<file path="config.mk">
export PLATFORM = sky130hd
export DESIGN_NAME = csop_ystore
export DESIGN_NICKNAME = d
export VERILOG_FILES = /design/src/sv/csop_pkg.sv /design/src/sv/csop_ystore.sv
export SDC_FILE = /design/constraint.sdc
export NUM_CORES = 2
export LEC_CHECK = 0
export ABC_AREA = 1
export BUFFER_PORTS_ARGS = -buffer_cell sky130_fd_sc_hd__buf_2
export CORE_UTILIZATION = 33
export CTS_CLUSTER_DIAMETER = 30
export DETAILED_ROUTE_END_ITERATION = 7
export GPL_ROUTABILITY_DRIVEN = 1
export SLEW_MARGIN = 30
export SYNTH_ARGS = -nofsm -noshare
export SYNTH_HDL_FRONTEND = slang
export SYNTH_SLANG_ARGS = --single-unit
</file>
<file path="constraint.sdc">
create_clock -name clk_i -period 6.89 [get_ports clk_i]
set_input_delay 1.0335 -clock clk_i [delete_from_list [all_inputs] [get_ports clk_i]]
set_output_delay 1.0335 -clock clk_i [all_outputs]
set_load 0.01 [all_outputs]
</file>
<file path="src/sv/csop_pkg.sv">
`default_nettype none

package csop_pkg;

  // Sequencer states
  typedef enum logic [1:0] {
    ST_IDLE,
    ST_SCALE,
    ST_SWAIT,
    ST_RUN
  } state_e;

  // Input item kinds
  localparam logic KIND_LOAD = 1'b0;
  localparam logic KIND_X    = 1'b1;

  // Configuration register indexes
  localparam logic [1:0] CFG_ALPHA_RE = 2'd0;
  localparam logic [1:0] CFG_ALPHA_IM = 2'd1;
  localparam logic [1:0] CFG_Y_LENGTH = 2'd2;

  localparam int unsigned ROW_W  = 10;
  localparam int unsigned COL_W  = 6;
  localparam int unsigned DATA_W = 16;

  // Tag that travels alongside each operation in the multiply pipeline
  typedef struct packed {
    logic             valid;
    logic             scale;
    logic [ROW_W-1:0] row;
    logic [COL_W-1:0] col;
    logic             last;
  } tag_t;

  // Round a Q3.30 sum half up to Q1.15 and saturate to 16 bits
  function automatic logic signed [DATA_W-1:0] round_sat(input logic signed [32:0] v);
    logic signed [33:0] biased;
    logic signed [18:0] shifted;
    logic signed [DATA_W-1:0] res;
    biased  = 34'(v) + 34'sd16384;
    shifted = biased[33:15];
    if (shifted > 19'sd32767) begin
      res = 16'sh7fff;
    end else if (shifted < -19'sd32768) begin
      res = 16'sh8000;
    end else begin
      res = shifted[DATA_W-1:0];
    end
    return res;
  endfunction

endpackage

`default_nettype wire

</file>
<file path="src/sv/csop_ystore.sv">
`default_nettype none

module csop_ystore
  import csop_pkg::*;
#(
  parameter int unsigned DEPTH = 64,
  parameter int unsigned AW    = 6
) (
  input  wire logic                clk_i,
  input  wire logic                we_i,
  input  wire logic [AW-1:0]       waddr_i,
  input  wire logic [2*DATA_W-1:0] wdata_i,
  input  wire logic                re_i,
  input  wire logic [AW-1:0]       raddr_i,
  output logic      [2*DATA_W-1:0] rdata_o
);

  logic [2*DATA_W-1:0] mem_q [DEPTH];
  logic [2*DATA_W-1:0] rdata_q;

  // Write port
  always_ff @(posedge clk_i) begin
    if (we_i) begin
      mem_q[waddr_i] <= wdata_i;
    end
  end

  // Registered read port, holds when not read
  always_ff @(posedge clk_i) begin
    if (re_i) begin
      rdata_q <= mem_q[raddr_i];
    end
  end

  assign rdata_o = rdata_q;

endmodule

`default_nettype wire

</file>
==> flow_summary.yaml <==
placement:
  port_buffers: 78
  routabilityCongestion: 0.8315
  dp_hpwl_microns: 124100
logic_synthesis:
  yosysSeqAreaShare_pct: 75.20
  yosys_warnings: 0
  synthesis.area_sq_um: 83060
  ys_ff_latch: 2080
  synth.net_count: 6816
  synth_cell_types: 15
  synthCells: 6769
  synth_area_per_cell_sq_um: 12.27
cts:
  cts_hold_buf: 0
  clkSlewWorstSetupHoldPaths_ps: 50
  root_buffer: "clkbuf_16"
  htreeDepth: 5
  clk_latency_ps: 960
  post_cts_resized: 0
  post_cts_buffers: 0
  clock_path_buffers: 4
  cts_buffers: 439
  cts.sinks: 2080
  cts_tree: "built"
grt:
  overflow: 0
  grt_pass1_vias: 53600
  grt_pass1_wl_microns: 361000
  grt_max_degree: 219
  track_usage_pct: 19.17
  grt_antenna_before_repair: 23
critical_path:
  critPathKind: "in2reg"
  crit_slowest_cell: "buf_4"
  crit_path_max_incr_delay_ps: 840
  crit_path_end_kind: "flip-flop"
  crit_fanout: 153
  cp_top_family: "buffers and inverters"
  cp.buffers_inverters: 3
  worstSetupStartpointType: "primary input"
  crit_chain: "buf_8, buf_12, buf_4, nand2_1, nand3_1, nand3_1, nand3_1, nand3_1, nand2_1, nand2_1, nand2_1"
  r2r_setup_slack_ps: 5080
  worstPathRequired_ps: 7670
  cp.arrival_ps: 4350
floorplan:
  start_util_pct: 33.31
  die_y_microns: 503.7
  io_pins: 79
  dieArea_sq_um: 253700
  die_width_microns: 503.7
  core_sq_um: 249300
  std_cell_rows: 183
finish:
  area_growth_pct: 23.16
  drive_above_1_share_pct: 13.13
  final_nets: 7032
  nFillCells: 22700
drt:
  wirelength_microns: 246700
  via_per_inst: 5.192
  wire_per_inst_microns: 23.11
  drtPass1Iterations: 8
  vias: 55440
  detail-route-antenna-nets: 0
  drc: 0
  drt_iter0_markers: 6823
pwr:
  total_power_mw: 36.68
  peakVddDrop_v: 0.0002557
  p_per_area_nw_per_um2: 358.6
  power_leakage_nw: 36.28
timing:
  rsz0062_at_grt: "no"
  maxSlewViolCount: 0
  fin_skew_ps: 65.39
  setup_viol: 0
  hold_violations: 0
  maxSlewHeadroom_pct: 27.59
  max_freq_mhz: 280.5
  worstMarginPinSlew_ps: 1086
  finalSetupTns_ps: 0
  finalCritPeriodShare_pct: 51.75
  fin_crit_ps: 3566
outcome:
  status: "finished clean"
hold_path:
  worstHoldPathType: "in2reg"
job:
  cap_violations: 0
-- cell usage after synthesis --
| library cell | count | area (sq um) |
|---|---|---|
| nor4_1 | 8 | 50.05 |
| buf_1 | 40 | 150.1 |
| buf_2 | 282 | 1411 |
| buf_8 | 2 | 30.03 |
| nand4_1 | 9 | 56.30 |
| clkbuf_1 | 77 | 289.0 |
| edfxtp_1 | 2080 | 62460 |
| inv_2 | 2 | 7.510 |
| nand2_1 | 2248 | 8438 |
| inv_4 | 1 | 6.260 |
| inv_1 | 9 | 33.78 |
| nor2_1 | 56 | 210.2 |
| nand3_1 | 1907 | 9544 |
| buf_6 | 3 | 33.78 |
| buf_4 | 45 | 337.8 |
-- logic make-up (layout without fill, tap and decap cells) --
family	Yosys count	in the layout	synth area share [%]
other	0	8	0
DFF	2080	2080	75.20
and+or+nand+nor	4228	4228	22.03
buffers and inverters	461	1032	2.769
-- flip-flops by register name, summed over array words and instances (netlist names) --
| register | count |
|---|---|
| mem_q | 2048 |
| rdata_o | 32 |
-- cell usage in the layout, fill, tap and decap left out --
master	synthesis	routed
clkinv_1	0	66
inv_6	0	14
nand3_1	1907	1907
nor4_2	0	8
clkinv_8	0	2
clkinv_2	0	68
buf_12	0	21
diode_2	0	8
inv_1	9	7
buf_8	2	3
buf_16	0	7
clkbuf_1	77	59
clkbuf_16	0	445
buf_4	45	125
inv_16	0	3
nand2_1	2248	2248
nor2_4	0	56
bufinv_16	0	72
edfxtp_1	2080	2080
inv_12	0	1
buf_2	282	66
buf_6	3	2
clkinv_4	0	24
clkinvlp_4	0	46
nand4_1	9	9
inv_8	0	1
-- final cells by class --
cell class	instances	area (sq um)	share of cell area (%)
inverters	12	87.58	0.08562
repair buffers	224	1949	1.906
well taps	3330	4167	4.073
clock inverters	292	3487	3.409
clock buffers	504	11360	11.10
diodes	8	20.02	0.01957
flip-flops and latches	2080	62460	61.06
multi-input cells	4228	18770	18.35
-- worst reg2reg max path, cell delays in order (launching register included) --
cell and delay, ps:
edfxtp_1 360, nand2_1 70, nand3_1 90, nand3_1 110, nand3_1 130, nand3_1 240, nand2_1 180, nand2_1 260
nand2_1 100
-- per-layer routing --
metal  vias up  part of all wire (%)  global-route usage, %
met2      2678                    47                  30.66
met5         -                 0.021                      0
li1      24810                     -                      -
met3       513                   8.4                  3.476
met1     27430                    40                  25.51
met4         8                   3.8                  8.187
-- per-stage QoR --
step / instance area, sq um / utilization (%) / hold WS (ps) / cells / setup WS, ps
6_report: 102300 / 41.03 / 613.6 / 10680 / 3324
5_1_grt: 102300 / 41.02 / 589.4 / 10670 / 3206
4_1_cts: 102200 / 40.98 / 546.0 / 10670 / 3305
3_5_place_dp: 87330 / 35.02 / 871.2 / 9870 / 2334
3_3_place_gp: 87190 / 34.97 / 864.0 / 9866 / 2335
2_1_floorplan: 83060 / - / 796.8 / 6769 / 1727
-- where the power goes --
| part | internal, mW | switching [mW] |
|---|---|---|
| Clock | 14.4 | 6.61 |
| Sequential | 14.1 | 0.0423 |
| Combinational | 0.365 | 1.21 |
-- final timing paths --
path	endpoint	start	cells after the start
setup / recovery	rdata_o[21]	raddr_i[0]	11
hold / removal	mem_q[48][10]	waddr_i[0]	2
setup reg to reg	rdata_o[21]	mem_q[63][21]	8
hold reg to reg	rdata_o[27]	mem_q[4][27]	8
(Power assumes the default switching activity.)
