`src/sv/csop_pkg.sv`:
```
`default_nettype none

package csop_pkg;

  // Sequencer states
  typedef enum logic [1:0] {
    ST_IDLE,
    ST_SCALE,
    ST_SWAIT,
    ST_RUN
  } state_e;

  // Input item kinds
  localparam logic KIND_LOAD = 1'b0;
  localparam logic KIND_X    = 1'b1;

  // Configuration register indexes
  localparam logic [1:0] CFG_ALPHA_RE = 2'd0;
  localparam logic [1:0] CFG_ALPHA_IM = 2'd1;
  localparam logic [1:0] CFG_Y_LENGTH = 2'd2;

  localparam int unsigned ROW_W  = 10;
  localparam int unsigned COL_W  = 6;
  localparam int unsigned DATA_W = 16;

  // Tag that travels alongside each operation in the multiply pipeline
  typedef struct packed {
    logic             valid;
    logic             scale;
    logic [ROW_W-1:0] row;
    logic [COL_W-1:0] col;
    logic             last;
  } tag_t;

  // Round a Q3.30 sum half up to Q1.15 and saturate to 16 bits
  function automatic logic signed [DATA_W-1:0] round_sat(input logic signed [32:0] v);
    logic signed [33:0] biased;
    logic signed [18:0] shifted;
    logic signed [DATA_W-1:0] res;
    biased  = 34'(v) + 34'sd16384;
    shifted = biased[33:15];
    if (shifted > 19'sd32767) begin
      res = 16'sh7fff;
    end else if (shifted < -19'sd32768) begin
      res = 16'sh8000;
    end else begin
      res = shifted[DATA_W-1:0];
    end
    return res;
  endfunction

endpackage

`default_nettype wire

```
`src/sv/csop_cmul.sv`:
```
`default_nettype none

module csop_cmul
  import csop_pkg::*;
(
  input  wire logic                     clk_i,
  input  wire logic                     rst_ni,
  input  wire logic                     en_i,
  input  wire tag_t                     tag_i,
  input  wire logic signed [DATA_W-1:0] a_re_i,
  input  wire logic signed [DATA_W-1:0] a_im_i,
  input  wire logic signed [DATA_W-1:0] b_re_i,
  input  wire logic signed [DATA_W-1:0] b_im_i,
  output tag_t                          tag_o,
  output logic signed [DATA_W-1:0]      p_re_o,
  output logic signed [DATA_W-1:0]      p_im_o
);

  tag_t tag1_q, tag2_q, tag3_q;
  logic signed [31:0] p_rr_q, p_ii_q, p_ir_q, p_ri_q;
  logic signed [32:0] s_re_q, s_im_q;
  logic signed [DATA_W-1:0] o_re_q, o_im_q;

  // Advance tags through the three stages
  always_ff @(posedge clk_i or negedge rst_ni) begin
    if (!rst_ni) begin
      tag1_q <= '0;
      tag2_q <= '0;
      tag3_q <= '0;
    end else if (en_i) begin
      tag1_q <= tag_i;
      tag2_q <= tag1_q;
      tag3_q <= tag2_q;
    end
  end

  // Stage 1: partial products; stage 2: sums; stage 3: round and saturate
  always_ff @(posedge clk_i) begin
    if (en_i) begin
      p_rr_q <= a_re_i * b_re_i;
      p_ii_q <= a_im_i * b_im_i;
      p_ir_q <= a_im_i * b_re_i;
      p_ri_q <= a_re_i * b_im_i;
      s_re_q <= 33'(p_rr_q) - 33'(p_ii_q);
      s_im_q <= 33'(p_ir_q) + 33'(p_ri_q);
      o_re_q <= round_sat(s_re_q);
      o_im_q <= round_sat(s_im_q);
    end
  end

  assign tag_o  = tag3_q;
  assign p_re_o = o_re_q;
  assign p_im_o = o_im_q;

endmodule

`default_nettype wire

```
`config.mk`:
```
export PLATFORM = sky130hd
export DESIGN_NAME = csop_cmul
export DESIGN_NICKNAME = d
export VERILOG_FILES = /design/src/sv/csop_pkg.sv /design/src/sv/csop_cmul.sv
export SDC_FILE = /design/constraint.sdc
export NUM_CORES = 2
export LEC_CHECK = 0
export BUFFER_PORTS_ARGS = -buffer_cell sky130_fd_sc_hd__buf_4
export CORE_ASPECT_RATIO = 0.6
export CORE_MARGIN = 2
export CORE_UTILIZATION = 60
export CTS_CLUSTER_SIZE = 30
export DETAILED_ROUTE_END_ITERATION = 6
export HOLD_SLACK_MARGIN = 0.1
export PLACE_DENSITY = 0.76
export SYNTH_ARGS = -nofsm -noshare
export SYNTH_HDL_FRONTEND = slang
export SYNTH_SLANG_ARGS = --single-unit
```
`constraint.sdc`:
```
create_clock -name clk_i -period 4.6 [get_ports clk_i]
set_input_delay 0.23 -clock clk_i [delete_from_list [all_inputs] [get_ports clk_i]]
set_output_delay 0.23 -clock clk_i [all_outputs]
set_load 0.02 [all_outputs]
```
==> flow_summary.ini <==
[timing]
max_freq_mhz = 177
skew_ps = 24.0
setup_slack_ps = -1050
min_period_over_period = 1.23
setup_viol_count_final = 79
tightest_slew_ps = 956
grt_setup_unrepaired = true
final_hold_viol_count = 0
finalWorstPathRequiredPeriod_ps = 5650
slew_headroom = 0.363
timing.final.max_slew_violations = 0
final.setup.tns_ps = -46080

[place]
port_bufs = 136
place_inst = 6852
gp_congestion = 0.964
dpl.hpwl_um = 112000

[logic_synthesis]
synth_cell_type_count = 74
netlist_instances = 5120
syn-cell-area_sq_um = 50400
synth.yosys.seq_area_share = 0.146
ys_warn_count = 0
synthArstFlopShare = 0.224
synth_edf_count = 198
number_of_synthesized_register_bits = 255
postSynthNetCount = 6646
avg_synthesized_cell_area_sq_um = 9.84
synth_top_flop_cell = edfxtp_1

[setup_path]
crit_path_max_fanout = 6
endpoint_kind = flop
critPathRequiredTime_ps = 4950
timing.setup.critical_path_class = primary input to flop
critical-path-slowest-cell = fa_2
crit_path_dat_ps = 6000
crit_path_max_incr_delay_ps = 580
startpoint_kind_of_the_worst_setup_timing_path = primary input

[run]
drv.max_cap_violation_count = 0

[layout]
fin_nets = 7445
fin_cells = 7075
final_layout_size_suffix_gt1_frac = 0.272
areaGrowthSynthToFinish_pct = 26.8
layout_common_cells = inv_1, fa_1, buf_4, nand2_1, and2_1
layout_commonest_cell = inv_1
utilization = 0.767

[clock_network]
cts_tree = built
clk_transition_reported_paths_ps = 80
tritoncts.num_buffers = 26
clock_tree.root_cell = clkbuf_16
htree_num_levels = 1
insertion_delay_ps = 600
clock-sinks = 255
clk_path_buf_depth = 3

[global_route]
grt_max_degree = 80
grt.total_usage = 0.335
grt_antenna_before_repair = 6
grt_first_pass_wirelength_um = 226000
via_count_of_the_first_global_routing_pass = 41600
overflow = 0

[route]
detailroute.via_count = 39000
vias_per_cell = 5.52
firstDrtPassIters = 7
post_detailed_route_drc_marker_count = 0
ant_nets = 0
finalWirelength_um = 147000
avgRoutedWirePerCell_um = 20.8
drt_iter0_markers = 3528

[floorplanning]
pin_count = 137
initial_standard_cell_utilization_of_the_core = 0.604
die-height_um = 228
die-width_um = 378
design.die.area_sq_um = 86300
core.rowCount = 82
core_area_sq_um = 83300

[min_path]
holdCritPathClass = primary input to flop

[outcome]
run_status = finished, violations left
failing_checks = negative setup slack
final timing paths:
check / from / end / slack [ps] / cells past startpoint
setup / recovery: a_im_i[8] / p_ii_q[27]$_DFFE_PP_ / -1050 / 28
hold / removal: en_i / s_im_q[31]$_DFFE_PP_ / 130 / 1
setup reg to reg: s_im_q[14]$_DFFE_PP_ / p_im_o[4]$_SDFFCE_PN1P_ / 1490 / 9
hold reg to reg: tag1_q[8]$_DFFE_PN0P_ / tag2_q[8]$_DFFE_PN0P_ / 490 / 1
max in group asynchronous: rst_ni / tag2_q[9]$_DFFE_PN0P_ / 3890 / 2
min in group asynchronous: rst_ni / tag1_q[6]$_DFFE_PN0P_ / 220 / 2
what timing repair did:
| action | 4_1_cts | 5_1_grt |
|---|---|---|
| cloned | 7 | 2 |
| setup buffers | 112 | 85 |
| setup endpoints to repair | 80 | 84 |
| hold buffers | 21 | 0 |
| hold endpoints to repair | 77 | 0 |
| pin swaps | 224 | 236 |
| resized for setup | 439 | 282 |
cell families (layout without fill, tap and decap cells):
group                    Yosys count  after routing  share of synthesized area
AND/OR/NAND/NOR                 1354           1354                      0.134
XOR/XNOR                         198            198                     0.0344
AO/OA/AOI/OAI                    417            417                     0.0534
flip-flops                       255            255                      0.146
multiplexers                      59             59                     0.0131
buffers and inverters           1397           2216                      0.104
other                              0              2                          0
adder cells (fa/ha/maj)         1440           1440                      0.514
metrics by stage:
stage | hold slack [ps] | setup WS [ps] | instance area, sq um
after floorplan | -65.6 | -1120 | 52300
after global placement | 316 | -1500 | 58500
after detailed placement | 318 | -1540 | 58500
after CTS | 142 | -807 | 62300
after global routing | 167 | -1190 | 63900
final | 133 | -1050 | 63900
state kept, by name (all words and copies together) (netlist names):
register and cells:
p_ii_q 32, p_ir_q 32, p_ri_q 32, p_rr_q 32, s_im_q 19, s_re_q 19, tag1_q 19, tag2_q 19
tag_o 19, p_im_o 16, p_re_o 16
synthesized netlist by cell type, types with 3 or more instances:
library cell,n,area share
inv_1,1193,0.089
fa_1,1048,0.42
nand2_1,531,0.040
and2_1,507,0.063
ha_1,392,0.097
clkbuf_1,202,0.015
edfxtp_1,198,0.12
xnor2_1,133,0.023
nor2_1,124,0.0092
a21oi_1,123,0.012
o21ai_0,107,0.011
xor2_1,65,0.011
dfrtp_1,57,0.028
mux2_2,57,0.013
a21o_1,48,0.0072
nand3_1,37,0.0037
nand2b_1,35,0.0043
nor3_1,30,0.0030
and3_1,27,0.0034
o21a_1,26,0.0039
nor2b_1,20,0.0025
o21bai_1,19,0.0028
nand4_1,15,0.0019
a211oi_1,13,0.0019
o211ai_1,11,0.0016
a31oi_1,10,0.0012
or2_2,7,0.00087
o31ai_1,6,0.00089
or3_1,6,0.00075
a211o_1,5,0.00087
a221oi_1,4,0.00070
and4_1,4,0.00070
nor4_1,4,0.00050
a2111oi_0,3,0.00052
worst max-delay path, delay by kind of cell:
kind / cells / cell delay [ps]
adders and majority gates: 7 / 3200
AOI/OAI and AO/OA: 4 / 850
buffers and inverters: 12 / 1200
and+or+nand+nor: 5 / 510
area by class of cell:
cell class                 instances  area (sq um)
sequential                       255          7370
multi-input combinational       3468         40500
clock buffer                      29           662
timing repair buffer             974          9130
inverter                        1194          4500
tap                             1134          1420
clock inverter                    19           262
antenna                            2          5.00
fill                            5054         19400
per-layer routing:
metal	wire length [um]	track usage	vias up
met5	132	0	-
met4	5590	0.0813	6
met3	16500	0.0947	374
met2	65400	0.511	2047
met1	59600	0.478	19600
li1	-	-	17000
Power is not shown: default switching activity piles up to over one toggle a cycle in this logic, so the estimate is an artifact.
